--- src/hdl/nmea_utc_pkg.sv ---
// nmea utc sentence parser package: character codes, field limits and shared types
// no dependencies

package nmea_utc_pkg;

    localparam logic [7:0] CHAR_DOLLAR = 8'h24;
    localparam logic [7:0] CHAR_NL     = 8'h0A;
    localparam logic [7:0] CHAR_CR     = 8'h0D;
    localparam logic [7:0] CHAR_COMMA  = 8'h2C;
    localparam logic [7:0] CHAR_NUL    = 8'h00;
    localparam logic [7:0] CHAR_ZERO   = 8'h30;
    localparam logic [7:0] CHAR_NINE   = 8'h39;
    localparam logic [7:0] CHAR_R      = 8'h52;
    localparam logic [7:0] CHAR_M      = 8'h4D;
    localparam logic [7:0] CHAR_C      = 8'h43;
    localparam logic [7:0] CHAR_G      = 8'h47;
    localparam logic [7:0] CHAR_A      = 8'h41;
    localparam logic [7:0] CHAR_Z      = 8'h5A;
    localparam logic [7:0] CHAR_D      = 8'h44;

    localparam logic [3:0] COMMA_TIME = 4'd1;
    localparam logic [3:0] COMMA_DATE = 4'd9;
    localparam logic [2:0] FIELD_LEN  = 3'd6;

    typedef logic [3:0][7:0] head_t;
    typedef logic [5:0][7:0] field_chars_t;

    typedef struct packed {
        logic [6:0] sentence_length;
        logic       utc_sentence;
        logic       clock_update;
        logic [7:0] hour;
        logic [7:0] minute;
        logic [7:0] second;
        logic [7:0] day;
        logic [7:0] month;
        logic [7:0] year;
    } result_t;

endpackage

--- src/hdl/nmea_utc_in_if.sv ---
// byte input channel: valid/ready handshake with one received byte per item
// no dependencies

interface nmea_utc_in_if;
    logic       valid;
    logic       ready;
    logic [7:0] rx_byte;

    modport source (output valid, output rx_byte, input ready);
    modport sink (input valid, input rx_byte, output ready);
endinterface

--- src/hdl/nmea_utc_out_if.sv ---
// result channel: valid/ready handshake carrying one decoded sentence per item
// no dependencies

interface nmea_utc_out_if;
    logic       valid;
    logic       ready;
    logic [6:0] sentence_length;
    logic       utc_sentence;
    logic       clock_update;
    logic [7:0] hour;
    logic [7:0] minute;
    logic [7:0] second;
    logic [7:0] day;
    logic [7:0] month;
    logic [7:0] year;

    modport source (output valid, output sentence_length, output utc_sentence,
                    output clock_update, output hour, output minute, output second,
                    output day, output month, output year, input ready);
    modport sink (input valid, input sentence_length, input utc_sentence,
                  input clock_update, input hour, input minute, input second,
                  input day, input month, input year, output ready);
endinterface

--- src/hdl/nmea_utc_decode.sv ---
// sentence type match and two-digit time/date conversion for a closed sentence
// depends on nmea_utc_pkg

module nmea_utc_decode
    import nmea_utc_pkg::*;
(
    input  head_t        head,
    input  logic [3:0]   comma_count,
    input  field_chars_t time_chars,
    input  field_chars_t date_chars,
    input  logic [6:0]   sentence_length,
    output result_t      result
);

    function automatic logic [7:0] digit_pair(input logic [7:0] hi, input logic [7:0] lo);
        logic [7:0] times_ten;
        times_ten = {hi[4:0], 3'b000} + {hi[6:0], 1'b0};
        return times_ten + lo - 8'd16;
    endfunction

    function automatic logic is_digit(input logic [7:0] c);
        return (c >= CHAR_ZERO) && (c <= CHAR_NINE);
    endfunction

    logic dollar;
    logic rmc;
    logic gga;
    logic zda;
    logic update;

    always_comb
    begin
        dollar = head[0] == CHAR_DOLLAR;
        rmc    = dollar && head[1] == CHAR_R && head[2] == CHAR_M && head[3] == CHAR_C;
        gga    = dollar && head[1] == CHAR_G && head[2] == CHAR_G && head[3] == CHAR_A;
        zda    = dollar && head[1] == CHAR_Z && head[2] == CHAR_D && head[3] == CHAR_A;
        update = rmc && comma_count == COMMA_DATE && is_digit(time_chars[0])
                 && is_digit(date_chars[0]);

        result.sentence_length = sentence_length;
        result.utc_sentence    = rmc || gga || zda;
        result.clock_update    = update;
        result.hour            = update ? digit_pair(time_chars[0], time_chars[1]) : 8'd0;
        result.minute          = update ? digit_pair(time_chars[2], time_chars[3]) : 8'd0;
        result.second          = update ? digit_pair(time_chars[4], time_chars[5]) : 8'd0;
        result.day             = update ? digit_pair(date_chars[0], date_chars[1]) : 8'd0;
        result.month           = update ? digit_pair(date_chars[2], date_chars[3]) : 8'd0;
        result.year            = update ? digit_pair(date_chars[4], date_chars[5]) : 8'd0;
    end

endmodule

--- src/hdl/nmea_utc_sentence_parser.sv ---
// nmea utc sentence parser top level: byte capture, sentence state and result register
// path: a taken byte sits in the input register; its newline result loads the output register
// throughput: one byte per cycle; the input register stalls only while a newline result
//   waits behind an output register that is not taken
// reset: all sentence state clears to an empty sentence, no item held on either side
// depends on nmea_utc_pkg, nmea_utc_in_if, nmea_utc_out_if, nmea_utc_decode

module nmea_utc_sentence_parser
    import nmea_utc_pkg::*;
#(
    parameter int STORE_DEPTH = 128
)
(
    input logic           clk,
    input logic           rst_n,
    nmea_utc_in_if.sink   rx,
    nmea_utc_out_if.source report
);

    localparam int FILL_W = $clog2(STORE_DEPTH);
    localparam logic [FILL_W-1:0] FILL_LIM1 = FILL_W'(STORE_DEPTH - 1);
    localparam logic [FILL_W-1:0] FILL_LIM2 = FILL_W'(STORE_DEPTH - 2);

    logic              s1_valid_reg, s1_valid_next;
    logic [7:0]        s1_byte_reg;
    logic [FILL_W-1:0] fill_count_reg, fill_count_next;
    head_t             head_reg, head_next;
    logic [3:0]        comma_count_reg, comma_count_next;
    logic [2:0]        field_offset_reg, field_offset_next;
    field_chars_t      time_reg, time_next;
    field_chars_t      date_reg, date_next;
    logic              scan_stop_reg, scan_stop_next;
    logic              out_valid_reg, out_valid_next;
    result_t           out_reg;

    logic              is_dollar, is_nl, is_cr;
    logic              fill_ok, room;
    logic              s1_result, s1_go, upd_en;

    logic [FILL_W-1:0] b_fill, s_fill;
    head_t             b_head, s_head;
    logic [3:0]        b_comma, s_comma;
    logic [2:0]        b_off, s_off;
    field_chars_t      b_time, s_time, b_date, s_date;
    logic              b_stop, s_stop;
    logic [FILL_W+6:0] len_wide;
    result_t           res_d;

    // handshake
    always_comb
    begin
        is_dollar = s1_byte_reg == CHAR_DOLLAR;
        is_nl     = s1_byte_reg == CHAR_NL;
        is_cr     = s1_byte_reg == CHAR_CR;
        fill_ok   = fill_count_reg != '0 && fill_count_reg < FILL_LIM2;
        room      = fill_count_reg < FILL_LIM1;
        s1_result = s1_valid_reg && is_nl && fill_ok;
        s1_go     = !s1_result || !out_valid_reg || report.ready;
        upd_en    = s1_valid_reg && s1_go;
        rx.ready  = !s1_valid_reg || s1_go;

        if (rx.valid && rx.ready)
            s1_valid_next = 1'b1;
        else if (s1_go)
            s1_valid_next = 1'b0;
        else
            s1_valid_next = s1_valid_reg;

        if (s1_result && s1_go)
            out_valid_next = 1'b1;
        else if (report.ready)
            out_valid_next = 1'b0;
        else
            out_valid_next = out_valid_reg;
    end

    // storing the current byte into the sentence
    always_comb
    begin
        if (is_dollar)
        begin
            b_fill  = '0;
            b_head  = '0;
            b_comma = '0;
            b_off   = '0;
            b_time  = '0;
            b_date  = '0;
            b_stop  = 1'b0;
        end
        else
        begin
            b_fill  = fill_count_reg;
            b_head  = head_reg;
            b_comma = comma_count_reg;
            b_off   = field_offset_reg;
            b_time  = time_reg;
            b_date  = date_reg;
            b_stop  = scan_stop_reg;
        end

        s_fill = b_fill + 1'b1;

        s_head = b_head;
        if (b_fill == FILL_W'(0))
            s_head[0] = s1_byte_reg;
        if (b_fill == FILL_W'(3))
            s_head[1] = s1_byte_reg;
        if (b_fill == FILL_W'(4))
            s_head[2] = s1_byte_reg;
        if (b_fill == FILL_W'(5))
            s_head[3] = s1_byte_reg;

        s_time = b_time;
        s_date = b_date;
        s_off  = b_off;
        if (b_comma != '0 && b_off < FIELD_LEN)
        begin
            for (int i = 0; i < 6; i++)
            begin
                if (b_off == 3'(i))
                begin
                    if (b_comma == COMMA_DATE)
                        s_date[i] = s1_byte_reg;
                    else
                        s_time[i] = s1_byte_reg;
                end
            end
            s_off = b_off + 3'd1;
        end

        s_comma = b_comma;
        s_stop  = b_stop;
        if (!b_stop && b_comma < COMMA_DATE)
        begin
            if (s1_byte_reg == CHAR_NUL)
                s_stop = 1'b1;
            else if (s1_byte_reg == CHAR_COMMA)
            begin
                s_comma = b_comma + 4'd1;
                if (s_comma == COMMA_TIME || s_comma == COMMA_DATE)
                    s_off = '0;
            end
        end

        len_wide = (FILL_W + 7)'(s_fill);
    end

    // next sentence state
    always_comb
    begin
        fill_count_next   = fill_count_reg;
        head_next         = head_reg;
        comma_count_next  = comma_count_reg;
        field_offset_next = field_offset_reg;
        time_next         = time_reg;
        date_next         = date_reg;
        scan_stop_next    = scan_stop_reg;

        if (upd_en)
        begin
            priority if (is_dollar || (!is_nl && !is_cr && room))
            begin
                fill_count_next   = s_fill;
                head_next         = s_head;
                comma_count_next  = s_comma;
                field_offset_next = s_off;
                time_next         = s_time;
                date_next         = s_date;
                scan_stop_next    = s_stop;
            end
            else if (!is_cr)
            begin
                fill_count_next   = '0;
                head_next         = '0;
                comma_count_next  = '0;
                field_offset_next = '0;
                time_next         = '0;
                date_next         = '0;
                scan_stop_next    = 1'b0;
            end
            else
            begin
                scan_stop_next = scan_stop_reg;
            end
        end
    end

    nmea_utc_decode u_decode (
        .head            (s_head),
        .comma_count     (s_comma),
        .time_chars      (s_time),
        .date_chars      (s_date),
        .sentence_length (len_wide[6:0]),
        .result          (res_d)
    );

    always_ff @(posedge clk or negedge rst_n)
    begin
        if (!rst_n)
        begin
            s1_valid_reg     <= 1'b0;
            out_valid_reg    <= 1'b0;
            fill_count_reg   <= '0;
            head_reg         <= '0;
            comma_count_reg  <= '0;
            field_offset_reg <= '0;
            time_reg         <= '0;
            date_reg         <= '0;
            scan_stop_reg    <= 1'b0;
        end
        else
        begin
            s1_valid_reg     <= s1_valid_next;
            out_valid_reg    <= out_valid_next;
            fill_count_reg   <= fill_count_next;
            head_reg         <= head_next;
            comma_count_reg  <= comma_count_next;
            field_offset_reg <= field_offset_next;
            time_reg         <= time_next;
            date_reg         <= date_next;
            scan_stop_reg    <= scan_stop_next;
        end
    end

    always_ff @(posedge clk)
    begin
        if (rx.valid && rx.ready)
            s1_byte_reg <= rx.rx_byte;
        if (s1_result && s1_go)
            out_reg <= res_d;
    end

    assign report.valid           = out_valid_reg;
    assign report.sentence_length = out_reg.sentence_length;
    assign report.utc_sentence    = out_reg.utc_sentence;
    assign report.clock_update    = out_reg.clock_update;
    assign report.hour            = out_reg.hour;
    assign report.minute          = out_reg.minute;
    assign report.second          = out_reg.second;
    assign report.day             = out_reg.day;
    assign report.month           = out_reg.month;
    assign report.year            = out_reg.year;

    a_comma_sat: assert property (@(posedge clk) disable iff (!rst_n)
        comma_count_reg <= COMMA_DATE)
        else $error("comma count past saturation");

    a_offset_range: assert property (@(posedge clk) disable iff (!rst_n)
        field_offset_reg <= FIELD_LEN)
        else $error("field offset out of range");

    a_fill_range: assert property (@(posedge clk) disable iff (!rst_n)
        fill_count_reg <= FILL_LIM1)
        else $error("fill count past store depth");

    a_update_is_utc: assert property (@(posedge clk) disable iff (!rst_n)
        report.valid && report.clock_update |-> report.utc_sentence)
        else $error("clock update on a non-utc sentence");

    a_result_loaded: assert property (@(posedge clk) disable iff (!rst_n)
        s1_result && s1_go |=> out_valid_reg)
        else $error("newline result not loaded");

    a_stall_holds: assert property (@(posedge clk) disable iff (!rst_n)
        s1_valid_reg && !s1_go |=> s1_valid_reg && $stable(s1_byte_reg))
        else $error("stalled byte lost");

endmodule
--- src/flat_wrapper.sv ---
// flat-port wrapper written by rule: the top's interface ports become plain ports
module nmea_utc_sentence_parser_flat import nmea_utc_pkg::*;
#(
    parameter int STORE_DEPTH = 128
)
  (clk, rst_n, rx_valid, rx_rx_byte, rx_ready, report_valid, report_sentence_length, report_utc_sentence, report_clock_update, report_hour, report_minute, report_second, report_day, report_month, report_year, report_ready);
  nmea_utc_in_if rx_i ();
  nmea_utc_out_if report_i ();
  input logic clk;
  input logic rst_n;
  input wire logic [$bits(rx_i.valid)-1:0] rx_valid;
  input wire logic [$bits(rx_i.rx_byte)-1:0] rx_rx_byte;
  output wire logic [$bits(rx_i.ready)-1:0] rx_ready;
  output wire logic [$bits(report_i.valid)-1:0] report_valid;
  output wire logic [$bits(report_i.sentence_length)-1:0] report_sentence_length;
  output wire logic [$bits(report_i.utc_sentence)-1:0] report_utc_sentence;
  output wire logic [$bits(report_i.clock_update)-1:0] report_clock_update;
  output wire logic [$bits(report_i.hour)-1:0] report_hour;
  output wire logic [$bits(report_i.minute)-1:0] report_minute;
  output wire logic [$bits(report_i.second)-1:0] report_second;
  output wire logic [$bits(report_i.day)-1:0] report_day;
  output wire logic [$bits(report_i.month)-1:0] report_month;
  output wire logic [$bits(report_i.year)-1:0] report_year;
  input wire logic [$bits(report_i.ready)-1:0] report_ready;
  assign rx_i.valid = rx_valid;
  assign rx_i.rx_byte = rx_rx_byte;
  assign rx_ready = rx_i.ready;
  assign report_valid = report_i.valid;
  assign report_sentence_length = report_i.sentence_length;
  assign report_utc_sentence = report_i.utc_sentence;
  assign report_clock_update = report_i.clock_update;
  assign report_hour = report_i.hour;
  assign report_minute = report_i.minute;
  assign report_second = report_i.second;
  assign report_day = report_i.day;
  assign report_month = report_i.month;
  assign report_year = report_i.year;
  assign report_i.ready = report_ready;
  nmea_utc_sentence_parser #(.STORE_DEPTH(STORE_DEPTH)) u_core (.clk(clk), .rst_n(rst_n), .rx(rx_i), .report(report_i));
endmodule
--- config.mk ---
export PLATFORM = sky130hd
export DESIGN_NAME = nmea_utc_sentence_parser_flat
export DESIGN_NICKNAME = d
export VERILOG_FILES = /design/src/hdl/nmea_utc_pkg.sv /design/src/hdl/nmea_utc_in_if.sv /design/src/hdl/nmea_utc_out_if.sv /design/src/hdl/nmea_utc_decode.sv /design/src/hdl/nmea_utc_sentence_parser.sv /design/src/flat_wrapper.sv
export SDC_FILE = /design/constraint.sdc
export NUM_CORES = 1
export LEC_CHECK = 0
export BUFFER_PORTS_ARGS = -buffer_cell sky130_fd_sc_hd__buf_2
export CORE_ASPECT_RATIO = 1.75
export CORE_MARGIN = 4
export CORE_UTILIZATION = 31
export CTS_CLUSTER_SIZE = 16
export DETAILED_ROUTE_END_ITERATION = 10
export PLACE_DENSITY = 0.55
export SLEW_MARGIN = 10
export SYNTH_ARGS = -nofsm -noshare
export SYNTH_HDL_FRONTEND = slang
export SYNTH_HIERARCHICAL = 1
export SYNTH_SLANG_ARGS = --single-unit
--- constraint.sdc ---
create_clock -name clk -period 10.85 [get_ports clk]
set_input_delay 0.5425 -clock clk [delete_from_list [all_inputs] [get_ports clk]]
set_output_delay 0.5425 -clock clk [all_outputs]
set_load 0.01 [all_outputs]
* Word level (Yosys, flattened, before mapping)
Cells that the tools add are included.
Cells by class: equal/unequal tests 26, magnitude comparators 8, add/sub/neg operators 21, multiplexer cells 64, reductions and logical operators 45
Operators with widths (number):
- $mux 48 | 7
- $mux 8 | 28
- $add 8x8->8 | 12
- $mux 32 | 3
- $eq 8x7->1 const B | 8
- $sub 8x5->8 const B | 6
- $eq 8x6->1 const B | 3
- $logic_and 1x1->1 | 24
- $mux 3 | 8
- $mux 4 | 6
- $mux 7 | 3
- $eq 8x4->1 const B | 2
- $ge 8x6->1 const B | 2
- $le 8x6->1 const B | 2
- $eq 7x3->1 const B | 2
- $lt 7x7->1 const B | 2
- $eq 4x4->1 const B | 3
- $mux 1 | 9
- $logic_not 8->1 | 1
- $add 7x1->7 const B | 1
- $eq 7x2->1 const B | 1
- $logic_not 7->1 | 1
- $logic_or 1x1->1 | 7
- $reduce_bool 7->1 | 1
- other kinds (14) | 22
Storage, ports and cells: flip-flop bits (word level) 210, bits of input ports 12, output and inout bits 59, word-level logic and storage cells 196

* Depth between registers and ports, before layout
depth in word-level cells 11, gate-level depth with buffers 23, depth with buffers taken out 18

* Hierarchy
Netlist, hierarchy kept.
Modules (own cells, without submodules):
- nmea_utc_sentence_parser | instances 1, cells each 992, seq. area each 5580.4 µm², area each 10154.7 µm²
- nmea_utc_decode | instances 1, cells each 333, seq. area each 0.0 µm², area each 2904.0 µm²

* Worst setup path after synthesis
No wires, ideal clock.
path type register -> register, start reg u_core.s1_byte_reg[4], end reg u_core.out_reg (netlist bit u_core/report.month[7]) (data pin), data required time 10593 ps, period minus slack after synthesis 4797 ps, stages on the path, launching flop included 23, buffers on the path 4, library setup time 257 ps, slack 6053 ps, arrival time 4540 ps, cell sequence edfxtp_1 -> buf_6 -> nor4_4 -> nand2_2 -> clkbuf_1 -> buf_1 -> nand2_1 -> ha_1 -> nand2_1 -> nor4_4 -> buf_4 -> nor2_1 -> nor2_1 -> inv_1 -> fa_1 -> inv_1 -> ha_1 -> ha_1 -> fa_1 -> a21o_1 -> a21oi_1 -> xnor2_1 -> nor2_1
RTL lines:
- start, declared | line nmea_utc_sentence_parser.sv:25 | logic [7:0] s1_byte_reg;
- start signal, assigned | line nmea_utc_sentence_parser.sv:228 | s1_byte_reg <= rx.rx_byte;
- end signal, assigned | line nmea_utc_sentence_parser.sv:230 | out_reg <= res_d;
- end, declared | line nmea_utc_sentence_parser.sv:34 | result_t out_reg;

==> results.md <==
- The initial antenna violation count is 3.
- The cell count after synthesis is 1305.
- The required time of the critical path is 11.10 ns.
- The final layout net count is 1428.
- The number of hold-repair buffers added at the cts stage is 0.
- The number of maximum-capacitance violations is 0.
- The number of endpoints with negative hold slack in the final report is 0.
- Of the cells placed in the final design, the portion with a size suffix greater than 1 is 12.8%.
- The headroom to the max-slew limit is 20.9%.
- The weighted congestion at the end of routability-driven global placement is 0.857.
- Detailed placement ended at an HPWL of 24300 µm.
- The number of buffers between clock root and the deepest sink is 3.
- The cell count of the worst reg-to-reg path is 20.
- In the global route stage, overall resource usage came out at 15.8%.
- The final critical path time including I/O delays and setup is 6.01 ns.
- The worst hold slack after final layout is 0.0204 ns.
- Using the TritonRoute via totals, the vias-per-cell ratio works out to 5.11.
- The number of warning messages in the yosys log is 6.
- Setup violations remaining at the end of the flow were counted as 0.
- The floorplan step set the die height to 278 µm.
- The final design area excluding fillers is 0.0143 mm².
- After clock tree synthesis, the clock-pin slew on the worst setup and hold paths is 0.07 ns.
- For this run, the number of standard cells in the final layout without fillers is 1881.
- The number of vias after detailed routing is 9613.
- The number of clock sinks seen by CTS is 206.
- The area of the core region is 0.0410 mm².
- When the netlist entered floorplanning its net count stood at 1417.
- The largest net degree at the start of global routing is 75.
- The TritonCTS clock tree is built.
- From left edge to right edge, the die measures 162 µm.
- The routed design has 35700 µm of wire.
- The critical path starts at u_core/s1_byte_reg[2].
- After detailed placement, the total cell area comes to 0.0136 mm².
- The number of global-route vias before repair came to 9911.
- 71 I/O pins were placed.
- The remaining routing DRC violations is 0.
- The total count of max-transition violations in the final report is 0.
- The path class of the tightest hold or removal check is input pin to asynchronous set/reset pin.
- Post-CTS repair changed the size of 0 cells.
- Input and output buffers added on the ports amount to 70.
- The first global-routing pass estimated 56800 µm of wire.
- The number of buffers inserted during clock tree synthesis is 20.
- The worst endpoint data arrival time is 6.27 ns.
- The total overflow left after global routing is 0.
- The number of H-tree branching levels is 1.
- Once layout is complete, the utilization of the core stands at 34.8%.
- At the pin with the least slew margin, the transition time is 1.19 ns.
- For this design the static power due to leakage is 0.00651 µW.
- The clock tree root driver cell is clkbuf_16.
- After detailed placement, the design holds a cell count of 1844.
- Of the available clock period, the critical path in the final layout requires 55.4%.
- Row generation in the floorplan step produced 98 rows.
- The cell area after synthesis is 0.0129 mm².
- Summing all flip-flop and latch instances after layout gives 0.00548 mm².
- The area growth from synthesis to layout is 10.8%.
- For this run, the top clock speed supported by timing is 166 MHz.
- Once detail routing completed, the nets flagged for antenna violations numbered 0.
- The post-detailed-route wirelength per cell is 19.0 µm.
- The reg-to-reg startpoint is u_core/s1_byte_reg[2].
- The power per unit of standard cell area is 187 mW/mm².
- The initial core utilization is 31.4%.
- The aggregate negative setup slack is 0 ns.
- In this run the worst path has a maximum fanout of 72.
- The count of filler cells inserted in the layout is 4182.
- The die covers 0.0450 mm².
- The worst setup path is of the flop to flop kind.
- Clock latency on the worst-skew pair, taken at its later pin, is 0.52 ns.
- The run finished with clean final reports.
- Setup repair after global routing left no endpoint under its margin.
- The total setup buffers inserted after CTS is 0.
- A synthesized cell averages 9.86 µm².
- The endpoint type of the worst setup path is a flop.
- In the final layout, the multi-input gates occupy 0.00649 mm².
- The first detailed-routing pass ran for 5 iterations.
- The initial detailed-routing violation count is 620.
- The worst-case IR drop observed on VDD is 0.0000893 V.
- Between clock sinks in the finished design, the worst skew comes to 0.0171 ns.
- The startpoint type of the worst setup path is a flop.
per-stage QoR:
step | setup WS (ns) | total power [µW]
final | 4.84 | 2660
after global routing | 4.37 | 2850
after CTS | 4.87 | 2690
after detailed placement | 4.90 | 1940
after global placement | 4.93 | 1930
after floorplan | 6.07 | 1740
report_power, final:
group          switching [µW]  leakage (µW)  internal, µW
Clock                     306      0.000335           430
Sequential               87.6       0.00260           910
Combinational             513       0.00357           413
Total                     907       0.00651          1750
cells in the final DEF (no fill, tap or decap), types with 4 or more instances in the layout:
| cell type | instances |
|---|---|
| o22a_1 | 10 |
| edfxtp_1 | 65 |
| a22o_1 | 132 |
| clkbuf_8 | 4 |
| clkbuf_1 | 5 |
| and3_1 | 4 |
| nor4_4 | 13 |
| and2_1 | 39 |
| dfrtp_1 | 141 |
| and4_1 | 4 |
| nand4b_1 | 4 |
| ha_1 | 70 |
| nand3_1 | 51 |
| xnor2_1 | 19 |
| xor2_1 | 16 |
| xnor3_1 | 6 |
| o21ai_2 | 9 |
| clkbuf_16 | 21 |
| a21oi_1 | 27 |
| a21o_1 | 12 |
| nor2_1 | 51 |
| o21ai_4 | 4 |
| o21ai_1 | 8 |
| fa_1 | 30 |
| buf_4 | 25 |
| or3_1 | 4 |
| nand2_1 | 241 |
| o21ai_0 | 71 |
| nand2b_1 | 4 |
| nand4_1 | 5 |
| inv_1 | 99 |
| or4_4 | 4 |
| buf_2 | 69 |
layout make-up:
cell class	count	share of cell area, %
clock inverters	6	0.553
well taps	550	4.83
diodes	1	0.0175
multi-input cells	893	45.5
repair buffers	95	3.82
inverters	100	2.63
flip-flops and latches	206	38.4
clock buffers	30	4.20
metal layers:
metal	up-vias	global-route usage (%)	part of all wire [%]	routed length [µm]
met5	-	0	0.076	27
met4	4	7.92	4.9	1740
met2	237	27.9	51	18300
li1	4539	-	-	-
met1	4744	18.7	40	14300
met3	89	1.96	4.0	1420
path summary, 6_finish.rpt:
kind	to	slack [ns]
setup / recovery	u_core/report.month[7]	4.84
hold / removal	u_core/time_reg[24]	0.02
setup reg to reg	u_core/report.month[7]	4.84
hold reg to reg	u_core/date_reg[28]	0.50
max in group asynchronous	u_core/comma_count_reg[0]	9.34
min in group clk	u_core/s1_byte_reg[1]	0.21
critical path: stages (launching register included):
cell	delay (ns)
edfxtp_1	0.33
buf_4	0.33
nor4bb_1	0.58
nand2_4	0.47
buf_4	0.52
nand2_1	0.16
ha_1	0.15
nand2_1	0.12
nor4_4	0.79
nor2_1	0.07
nor2_1	0.12
inv_1	0.07
fa_1	0.47
inv_1	0.04
ha_1	0.29
ha_1	0.23
fa_1	0.41
a21o_1	0.19
a21oi_1	0.17
xnor2_1	0.14
nor2_1	0.05
Power figures use the tool's default switching activity.
